File: src/rtl/etc1_pkg.sv
// Package with the shared constant tables of the ETC1 block decoder.
`default_nettype none

package etc1_pkg;

  // Pixels in a block and the width of the in-block pixel counter.
  localparam int unsigned NUM_PIXELS = 16;
  localparam int unsigned PIX_W      = 4;

  typedef logic signed [8:0] modifier_t;
  typedef logic [PIX_W-1:0]  pix_idx_t;

  // Standard ETC1 intensity modifiers, one row per table code, one column per selector.
  localparam modifier_t INTENSITY_TAB [8][4] = '{
    '{ 9'sd2,  9'sd8,   -9'sd2,  -9'sd8   },
    '{ 9'sd5,  9'sd17,  -9'sd5,  -9'sd17  },
    '{ 9'sd9,  9'sd29,  -9'sd9,  -9'sd29  },
    '{ 9'sd13, 9'sd42,  -9'sd13, -9'sd42  },
    '{ 9'sd18, 9'sd60,  -9'sd18, -9'sd60  },
    '{ 9'sd24, 9'sd80,  -9'sd24, -9'sd80  },
    '{ 9'sd33, 9'sd106, -9'sd33, -9'sd106 },
    '{ 9'sd47, 9'sd183, -9'sd47, -9'sd183 }
  };

  // Output order: 2x2 Morton walk over the pixel index p = 4*x + y.
  localparam pix_idx_t MORTON_SEQ [NUM_PIXELS] = '{
    4'd0, 4'd4, 4'd1, 4'd5, 4'd8, 4'd12, 4'd9, 4'd13,
    4'd2, 4'd6, 4'd3, 4'd7, 4'd10, 4'd14, 4'd11, 4'd15
  };

endpackage

`default_nettype wire

File: src/rtl/etc1_block_decoder.sv
// ETC1 block decoder with optional 4-bit alpha; one RGBA pixel per unstalled cycle.
//
// Usage: the input channel (in_valid / in_stall) carries one item per 4x4 block:
// a 64-bit ETC1 color word and a 64-bit alpha word with one nibble per pixel.
// The output channel (out_valid / out_stall) carries sixteen items per block,
// one per pixel, in 2x2 Morton order, with the pixel's column and row and a
// last_pixel flag on the sixteenth. The configuration channel (cfg_valid /
// cfg_ready / cfg_data) writes the alpha_present bit; it is always ready and
// should only be written while no block is in flight.
//
// An accepted block is held in the block register, and its pixels are decoded
// by a single pixel decoder that feeds the output register once per cycle
// while the receiver does not stall. The next block is accepted in the cycle
// in which the last pixel of the current one moves into the output register,
// so blocks stream with no gap.
//
// Reset (synchronous, rst_n low) empties the block and output registers and
// clears alpha_present. When the receiver stalls, the output register holds
// its pixel, the pixel counter stops, and in_stall is raised once a block is
// waiting.
`default_nettype none

module etc1_block_decoder (
  input  wire logic        clk,
  input  wire logic        rst_n,
  // Block input channel.
  input  wire logic        in_valid,
  output logic             in_stall,
  input  wire logic [63:0] in_alpha_word,
  input  wire logic [63:0] in_color_word,
  // Pixel output channel.
  output logic             out_valid,
  input  wire logic        out_stall,
  output logic [7:0]       out_red,
  output logic [7:0]       out_green,
  output logic [7:0]       out_blue,
  output logic [7:0]       out_alpha,
  output logic [1:0]       out_pixel_x,
  output logic [1:0]       out_pixel_y,
  output logic             out_last_pixel,
  // Configuration write channel.
  input  wire logic        cfg_valid,
  output logic             cfg_ready,
  input  wire logic        cfg_data
);

  // Configuration register.
  logic alpha_present_r;

  // Block register and the pixel counter that walks it.
  logic                   blk_valid_r, blk_valid_nxt;
  logic [63:0]            color_r;
  logic [63:0]            alpha_word_r;
  etc1_pkg::pix_idx_t     k_r, k_nxt;

  // Output register.
  logic                   out_valid_r, out_valid_nxt;
  logic [7:0]             red_r, green_r, blue_r, alpha_r;
  logic [1:0]             pixel_x_r, pixel_y_r;
  logic                   last_r;

  // Handshake terms.
  logic out_free;     // the output register can take a pixel this cycle
  logic advance;      // a pixel moves from the decoder to the output register
  logic last_k;
  logic in_take;

  // Decoder signals.
  etc1_pkg::pix_idx_t   p;
  logic [7:0]           ch [3];
  logic [7:0]           base0 [3];
  logic [7:0]           base1 [3];
  logic                 flip, diff, second;
  logic [2:0]           tab0, tab1, tab_sel;
  logic [1:0]           sel;
  etc1_pkg::modifier_t  modv;
  logic [7:0]           pix [3];
  logic [3:0]           a_nib;
  logic [7:0]           a_val;

  assign cfg_ready = 1'b1;

  assign out_free = !out_valid_r || !out_stall;
  assign advance  = blk_valid_r && out_free;
  assign last_k   = (k_r == etc1_pkg::pix_idx_t'(etc1_pkg::NUM_PIXELS - 1));
  // A new block may enter when none is held or the held one is finishing now.
  assign in_stall = blk_valid_r && !(advance && last_k);
  assign in_take  = in_valid && !in_stall;

  // Base colors. Individual mode replicates each nibble; differential mode
  // adds a signed 3-bit delta modulo 256 and expands 5 bits to 8.
  assign flip = color_r[32];
  assign diff = color_r[33];
  assign tab1 = color_r[36:34];
  assign tab0 = color_r[39:37];
  assign ch[0] = color_r[63:56];
  assign ch[1] = color_r[55:48];
  assign ch[2] = color_r[47:40];

  always_comb begin
    logic [7:0] b1;
    b1 = 8'd0;
    for (int c = 0; c < 3; c++) begin
      b1 = {3'b000, ch[c][7:3]} + {{5{ch[c][2]}}, ch[c][2:0]};
      if (diff) begin
        base0[c] = {ch[c][7:3], ch[c][7:5]};
        // A wrapped base also ORs the sum's top bits into bits 5:3 of the result.
        base1[c] = {b1[4:0], 3'b000} | {2'b00, b1[7:2]};
      end else begin
        base0[c] = {ch[c][7:4], ch[c][7:4]};
        base1[c] = {ch[c][3:0], ch[c][3:0]};
      end
    end
  end

  // Per-pixel selection of sub-block, table and modifier.
  assign p       = etc1_pkg::MORTON_SEQ[k_r];
  assign second  = flip ? p[1] : p[3];
  assign tab_sel = second ? tab1 : tab0;
  assign sel     = {color_r[16 + p], color_r[p]};
  assign modv    = etc1_pkg::INTENSITY_TAB[tab_sel][sel];

  always_comb begin
    logic signed [9:0] sum;
    sum = 10'sd0;
    for (int c = 0; c < 3; c++) begin
      sum = $signed({2'b00, (second ? base1[c] : base0[c])}) + $signed({modv[8], modv});
      if (sum < 0) begin
        pix[c] = 8'd0;
      end else if (sum > 10'sd255) begin
        pix[c] = 8'd255;
      end else begin
        pix[c] = sum[7:0];
      end
    end
  end

  assign a_nib = alpha_word_r[{p, 2'b00} +: 4];
  assign a_val = alpha_present_r ? {a_nib, a_nib} : 8'hFF;

  // Next-state logic for the block and output registers.
  always_comb begin
    blk_valid_nxt = blk_valid_r;
    k_nxt         = k_r;
    out_valid_nxt = out_valid_r;
    if (out_free) begin
      out_valid_nxt = blk_valid_r;
    end
    if (advance) begin
      k_nxt = k_r + 1'b1;
      if (last_k) begin
        blk_valid_nxt = 1'b0;
      end
    end
    if (in_take) begin
      blk_valid_nxt = 1'b1;
      k_nxt         = '0;
    end
  end

  always_ff @(posedge clk) begin
    if (!rst_n) begin
      alpha_present_r <= 1'b0;
      blk_valid_r     <= 1'b0;
      out_valid_r     <= 1'b0;
      k_r             <= '0;
    end else begin
      blk_valid_r <= blk_valid_nxt;
      out_valid_r <= out_valid_nxt;
      k_r         <= k_nxt;
      if (cfg_valid && cfg_ready) begin
        alpha_present_r <= cfg_data;
      end
    end
  end

  // Payload registers need no reset.
  always_ff @(posedge clk) begin
    if (in_take) begin
      color_r      <= in_color_word;
      alpha_word_r <= in_alpha_word;
    end
    if (advance) begin
      red_r     <= pix[0];
      green_r   <= pix[1];
      blue_r    <= pix[2];
      alpha_r   <= a_val;
      pixel_x_r <= p[3:2];
      pixel_y_r <= p[1:0];
      last_r    <= last_k;
    end
  end

  assign out_valid      = out_valid_r;
  assign out_red        = red_r;
  assign out_green      = green_r;
  assign out_blue       = blue_r;
  assign out_alpha      = alpha_r;
  assign out_pixel_x    = pixel_x_r;
  assign out_pixel_y    = pixel_y_r;
  assign out_last_pixel = last_r;

endmodule

`default_nettype wire
File: config.mk
export PLATFORM = sky130hd
export DESIGN_NAME = etc1_block_decoder
export DESIGN_NICKNAME = d
export VERILOG_FILES = /design/src/rtl/etc1_pkg.sv /design/src/rtl/etc1_block_decoder.sv
export SDC_FILE = /design/constraint.sdc
export NUM_CORES = 1
export LEC_CHECK = 0
export BUFFER_PORTS_ARGS = -buffer_cell sky130_fd_sc_hd__buf_2
export CORE_UTILIZATION = 50
export CTS_BUF_LIST = sky130_fd_sc_hd__clkbuf_16
export CTS_CLUSTER_SIZE = 14
export DETAILED_ROUTE_END_ITERATION = 8
export PLACE_DENSITY = 0.76
export SYNTH_ARGS = -nofsm -noshare
export SYNTH_HDL_FRONTEND = slang
export SYNTH_SLANG_ARGS = --single-unit
File: constraint.sdc
create_clock -name clk -period 8.1 [get_ports clk]
set_input_delay 1.62 -clock clk [delete_from_list [all_inputs] [get_ports clk]]
set_output_delay 1.62 -clock clk [all_outputs]
set_load 0.005 [all_outputs]
==> flow_summary.toml, run 1 <==
[status]
status = "finished clean"

[grt]
grt_pass1_wl_mm = 29.4
grt_max_degree = 74
grt_pass1_vias = 5820
grt_use_total = 0.209
antenna_found_initial = 0
grt-ovfl-total = 0

[clocking]
post_cts_buffers = 0
clk_latency_ns = 0.43
ctsHtreeMaxLevel = 4
postCtsHoldBufs = 0
post_cts_resized = 0
cts.reportedPaths.clkPinSlew_ns = 0.07
cts_tree = "built"
cts_sinks = 168
cts-buffers-inserted = 17
cts_root_buf = "clkbuf_16"
clock_tree.buffer_depth = 2

[sta]
setup_tns_ns = 0
slew_headroom = 0.309
rsz0062_at_grt = "no"
finalHoldViolCount = 0
skew_ns = 0.0175
fin_crit_sh = 0.701
period_needed_ns = 5.68
finalSetupViolations = 0
whs_ns = 0.507
maxSlewViolCount = 0
max_freq_mhz = 176
worstMarginPinSlew_ns = 1.04

[power]
seq_power_share = 0.465
internal_power_mw = 1.63
powerDensity_mw_per_mm2 = 215
p_sw_mw = 0.642
ir_worst_vdd_mv = 0.136
p_comb_frac = 0.182
swShare = 0.282
p_leak_nw = 4.21
clockPowerShare = 0.353

[final_layout]
nFillCells = 1383
drive_above_1_share = 0.290
diodes = 0
fin_nets = 1040
synthToLayoutAreaGrowth_pct = 18.0

[floorplan]
die_area_sq_mm = 0.0185
core_sq_mm = 0.0174
io_pins = 174
die_h_um = 136
die_x_um = 136
start_util = 0.515
rows = 48

[logic_synthesis]
synthXorXnorAreaFrac = 0.0381
syn_area_per_cell_sq_um = 13.1
synth-simple-area-share = 0.0707
synthAdderAreaFrac = 0.0832
synth.area.mux_share = 0.0971
synth_compound_area_frac = 0.122
synthCells = 687
yosysSeqAreaShare = 0.555
async_reset_ff_frac = 0
synth-edff-count = 161
syn_nets = 877
synth_cell_types = 60
ys.flop_type = "edfxtp_1"
synth_top_family_by_area = "compound AO/OA/AOI/OAI gates"
ys_seq_elements = 168
syn_area_sq_mm = 0.00897
yosys_warnings = 0

[setup_path]
r2r-start = "color_r[32]$_DFFE_PP_"
timing.reg2reg.setup_slack_ns = 2.42
critical_path_class = "flop to flop"
crit_fanout = 21
reg2reg_depth = 17
cp-start-kind = "flop"
critPathArrivalTime_ns = 5.82
rr_endpoint = "out_blue[0]$_SDFFCE_PN0P_"
end_kind = "flop"
cp.required_ns = 8.24

[route]
drc_errors = 0
firstDrtPassIters = 5
detail-route-antenna-nets = 0
drt_iter0_markers = 357
drt-total-wl_mm = 18.4
vias = 5960
viasPerCell = 5.48
routedWlPerCell_um = 16.9

[worst_hold_path]
hp-class = "flop to flop"
min_to = "out_valid$_SDFFE_PN0N_"
holdCritStartpoint = "blk_valid_r$_SDFFE_PN0P_"
min_path_cells = 2

[placed_design]
place_congestion = 0.881
hpwl_mm = 13.5
io_buffers = 172

[job]
maxCapViolCount = 0
## per-stage QoR
stage | instances | setup WS (ns) | area, sq um | util | power [mW]
3_3_place_gp | 1056 | 2.67 | 9990 | 0.573 | 1.48
3_5_place_dp | 1056 | 2.53 | 9990 | 0.573 | 1.49
2_1_floorplan | 687 | 2.39 | 8970 | - | 1.36
4_1_cts | 1088 | 2.49 | 10600 | 0.607 | 2.30
6_report | 1088 | 2.42 | 10600 | 0.607 | 2.28
5_1_grt | 1088 | 1.98 | 10600 | 0.607 | 2.38
## worst max-delay path by stage
| stage | from | end |
|---|---|---|
| detailed placement | color_r[32]$_DFFE_PP_ | out_blue[0]$_SDFFCE_PN0P_ |
| CTS | color_r[32]$_DFFE_PP_ | out_blue[0]$_SDFFCE_PN0P_ |
| global route | color_r[32]$_DFFE_PP_ | out_blue[0]$_SDFFCE_PN0P_ |
| global placement | color_r[32]$_DFFE_PP_ | out_blue[0]$_SDFFCE_PN0P_ |
| floorplan | out_stall | k_r[0]$_SDFFE_PP0P_ |
| finish | color_r[32]$_DFFE_PP_ | out_blue[0]$_SDFFCE_PN0P_ |
## cell usage after synthesis, types with 6 or more instances
cell	count	area, sq um
clkbuf_1	14	52.6
nor3_1	11	55.1
buf_4	6	45.0
edfxtp_1	161	4830
mux4_2	22	495
nor2b_1	11	68.8
mux4_1	6	158
nand2b_1	14	87.6
o22ai_1	6	37.5
nand2_1	40	150
fa_1	6	120
o21bai_1	8	60.1
o21ai_0	47	235
a21o_1	17	128
buf_2	8	40.0
xnor2_1	16	140
nor2_1	39	146
xor2_1	23	201
dfxtp_1	7	140
mux2i_1	12	120
a21oi_1	50	250
a31oi_1	6	37.5
ha_1	50	626
inv_1	34	128
## area by class of cell
class	count	area, sq um	area share
multi-input combinational	452	3700	0.350
tap	225	282	0.0266
clock inverter	15	169	0.0160
sequential	168	4980	0.470
clock buffer	17	425	0.0402
inverter	34	128	0.0121
timing repair buffer	177	898	0.0849
## placed cells by master (no fill, tap or decap), types with 4 or more instances in the layout
master / count
nand3_1: 5
mux4_2: 22
o22ai_1: 6
edfxtp_1: 161
mux2i_1: 11
a31oi_1: 6
inv_8: 6
a21o_1: 17
xor2_1: 23
clkbuf_16: 17
a21boi_0: 4
nor3_1: 11
nand2_1: 40
o21a_1: 5
nor2b_1: 10
mux4_1: 6
o211ai_1: 4
buf_4: 5
a21oi_1: 50
xnor2_1: 16
nand2b_1: 14
nor2_1: 39
o21bai_1: 8
ha_1: 50
mux2_2: 4
o21ai_0: 47
o31ai_1: 5
fa_1: 6
buf_2: 172
inv_1: 34
dfxtp_1: 6
a311oi_1: 4
## sequential cells by signal, summed over array words and instances (netlist names)
signal,cells
alpha_word_r,64
color_r,64
out_blue,8
out_green,8
out_red,8
k_r,4
out_alpha,4
out_pixel_x,2
out_pixel_y,2
alpha_present_r,1
blk_valid_r,1
out_last_pixel,1
out_valid,1
## power by group through the flow
| stage | logic (mW) | clock network (mW) | registers (mW) |
|---|---|---|---|
| finish | 0.414 | 0.803 | 1.06 |
| global route | 0.462 | 0.853 | 1.06 |
| CTS | 0.412 | 0.824 | 1.06 |
| detailed placement | 0.408 | 0 | 1.08 |
| global placement | 0.401 | 0 | 1.08 |
| floorplan | 0.289 | 0 | 1.07 |
## per-layer routing
layer	up-vias	track usage	share of wire
li1	2935	-	-
met1	2792	0.286	0.44
met2	220	0.332	0.47
met3	13	0.0447	0.074
met4	0	0.0691	0.012
met5	-	0	0
## cells by family after synthesis
kind of cell | after synthesis
adder cells (fa/ha/maj) | 56
flip-flops | 168
multiplexers | 47
AO/OA/AOI/OAI | 175
XOR/XNOR | 39
buffers and inverters | 67
other | 1
AND/OR/NAND/NOR | 134
## worst max-delay path, cell delays in order, from the launching register on
cell and delay, ns:
edfxtp_1 0.43, mux2_2 0.50, mux2i_1 0.81, inv_1 0.25, ha_1 0.47, and2_4 0.18, o41ai_2 0.19, a31oi_1 0.10
a221o_1 0.35, a31oi_1 0.34, ha_1 0.35, nor2b_1 0.14, o21ai_0 0.26, a21boi_0 0.17, o41ai_1 0.36, nand2b_1 0.16
a21o_1 0.21, o21ai_0 0.12
No activity file was read; power rests on OpenSTA's default activity.
==> run 2: changes to the inputs <==
clock period = 4.7 ns   (was 8.1 ns; I/O delays follow)
==> run 2 against run 1 <==
Via count is 1.0% higher. Register-to-register slack worse by 2.1 ns. Fmax up 29%. Die area is the same. Global-route usage rose by 0.29 points. First-iteration DRC count rose by 5.9%. Critical path depth fell by 1. Clock power grew 76%.
==> flow_summary.toml, run 2 (same netlist as run 1, synthesis figures left out) <==
[route]
vias = 6020
drt_iter0_markers = 378
firstDrtPassIters = 5
drc_errors = 0
detail-route-antenna-nets = 0
drt-total-wl_mm = 18.7
routedWlPerCell_um = 17.0
viasPerCell = 5.46

[clocking]
ctsHtreeMaxLevel = 4
cts-buffers-inserted = 17
cts_sinks = 168
postCtsHoldBufs = 0
cts_root_buf = "clkbuf_16"
clock_tree.buffer_depth = 2
clk_latency_ns = 0.44
cts.reportedPaths.clkPinSlew_ns = 0.07
cts_tree = "built"

[sta]
slew_headroom = 0.413
rsz0062_at_grt = "no"
finalSetupViolations = 0
period_needed_ns = 4.39
skew_ns = 0.0154
max_freq_mhz = 228
setup_tns_ns = 0
fin_crit_sh = 0.933
finalHoldViolCount = 0
worstMarginPinSlew_ns = 0.881
maxSlewViolCount = 0

[floorplan]
die_x_um = 136
start_util = 0.515
core_sq_mm = 0.0174
die_area_sq_mm = 0.0185
die_h_um = 136
rows = 48
io_pins = 174

[setup_path]
cpMostUsedCell = "o21ai_0"
cp-start-kind = "flop"
crit_chain = "buf_4 > mux4_1 > mux2i_4 > mux2_4 > o21ai_0 > o21ai_0 > ha_1 > inv_1 > fa_1 > nor2b_1 > o21ai_1 > a21boi_0 > o41ai_2 > nand2b_1 > a21o_1 > a21oi_1"
crit_fanout = 14
cp_slowest_cell = "mux4_1"
critPathArrivalTime_ns = 4.66
critical_path_class = "flop to flop"
end_kind = "flop"
worst_path_largest_cell_delay_ns = 0.64
critPathLaunch = "k_r[3]$_SDFFE_PP0P_"
cp.required_ns = 4.97
r2r-start = "k_r[3]$_SDFFE_PP0P_"
reg2reg_depth = 16

[grt]
grt_pass1_wl_mm = 29.5
grt_pass1_vias = 5938
grtUsageMet3 = 0.0485
antenna_found_initial = 0
grt-ovfl-total = 0
grt_use_total = 0.212
grt.busiest_layer = "met2"
grt_use_met2 = 0.355
grt_util_met1 = 0.266
grt_max_degree = 99

[worst_hold_path]
min_path_cells = 2
hp-class = "flop to flop"
holdCritStartpoint = "blk_valid_r$_SDFFE_PN0P_"

[status]
status = "finished clean"

[power]
ir_worst_vdd_mv = 0.286
powerDensity_mw_per_mm2 = 370
p_leak_nw = 4.30

[final_layout]
drive_above_1_share = 0.302
diodes = 0
fin_nets = 1055
final_common_cell = "buf_2"
synthToLayoutAreaGrowth_pct = 19.6
final_cell_mix = "172 x buf_2, 161 x edfxtp_1, 50 x a21oi_1, 50 x ha_1, 46 x o21ai_0"
largestRegisters = "alpha_word_r x64, color_r x64"
instances_no_fill = 1103

[placed_design]
place_congestion = 0.874
io_buffers = 172
numPlacedInstances = 1071
hpwl_mm = 13.8

[job]
maxCapViolCount = 0
run 2: where the power goes:
| part | switching (mW) | internal, mW | total (mW) |
|---|---|---|---|
| sequential | 0.0411 | 1.78 | 1.82 |
| clock | 0.648 | 0.762 | 1.41 |
| combinational | 0.409 | 0.332 | 0.741 |
run 2: path summary, 6_finish.rpt:
kind	slack [ns]	end
max	0.31	out_blue[6]$_SDFFCE_PN0P_
min	0.51	out_valid$_SDFFE_PN0N_
max reg2reg	0.31	out_blue[6]$_SDFFCE_PN0P_
min reg2reg	0.51	out_valid$_SDFFE_PN0N_
run 2: worst max-delay path, delay by kind of cell (launching register included):
family                     cells  cell delay (ns)
AOI/OAI and AO/OA              7             1.40
adders and majority gates      2             0.66
buffers and inverters          2             0.32
DFF                            1             0.34
muxes                          3             1.21
and+or+nand+nor                2             0.28
run 2: repair_timing:
action	CTS	global route
buffers inserted	0	0
endpoints found under the setup margin	0	7
gates resized for setup	0	3
run 2: per-stage QoR:
step / utilization / hold WS [ns] / setup WS [ns] / cell area, sq um / total power [mW]
CTS: 0.615 / 0.512 / 0.167 / 10700 / 4.00
detailed placement: 0.581 / 0.497 / 0.228 / 10100 / 2.58
finish: 0.616 / 0.510 / 0.314 / 10700 / 3.97
global placement: 0.581 / 0.482 / 0.344 / 10100 / 2.56
floorplan: - / 0.403 / 0.0422 / 8970 / 2.34
global route: 0.616 / 0.549 / 0.0688 / 10700 / 4.15
run 2: layout make-up:
cell class / count / area (sq um)
repair buffers: 192 / 1020
fillers: 1352 / 6700
clock inverters: 15 / 174
multi-input cells: 452 / 3710
well taps: 225 / 282
inverters: 34 / 128
clock buffers: 17 / 425
flip-flops and latches: 168 / 4980
run 2: per-layer routing:
| layer | vias up | wire length (um) |
|---|---|---|
| met4 | 0 | 360 |
| met5 | - | 0 |
| met2 | 221 | 8850 |
| met3 | 23 | 1320 |
| li1 | 2966 | - |
| met1 | 2810 | 8190 |
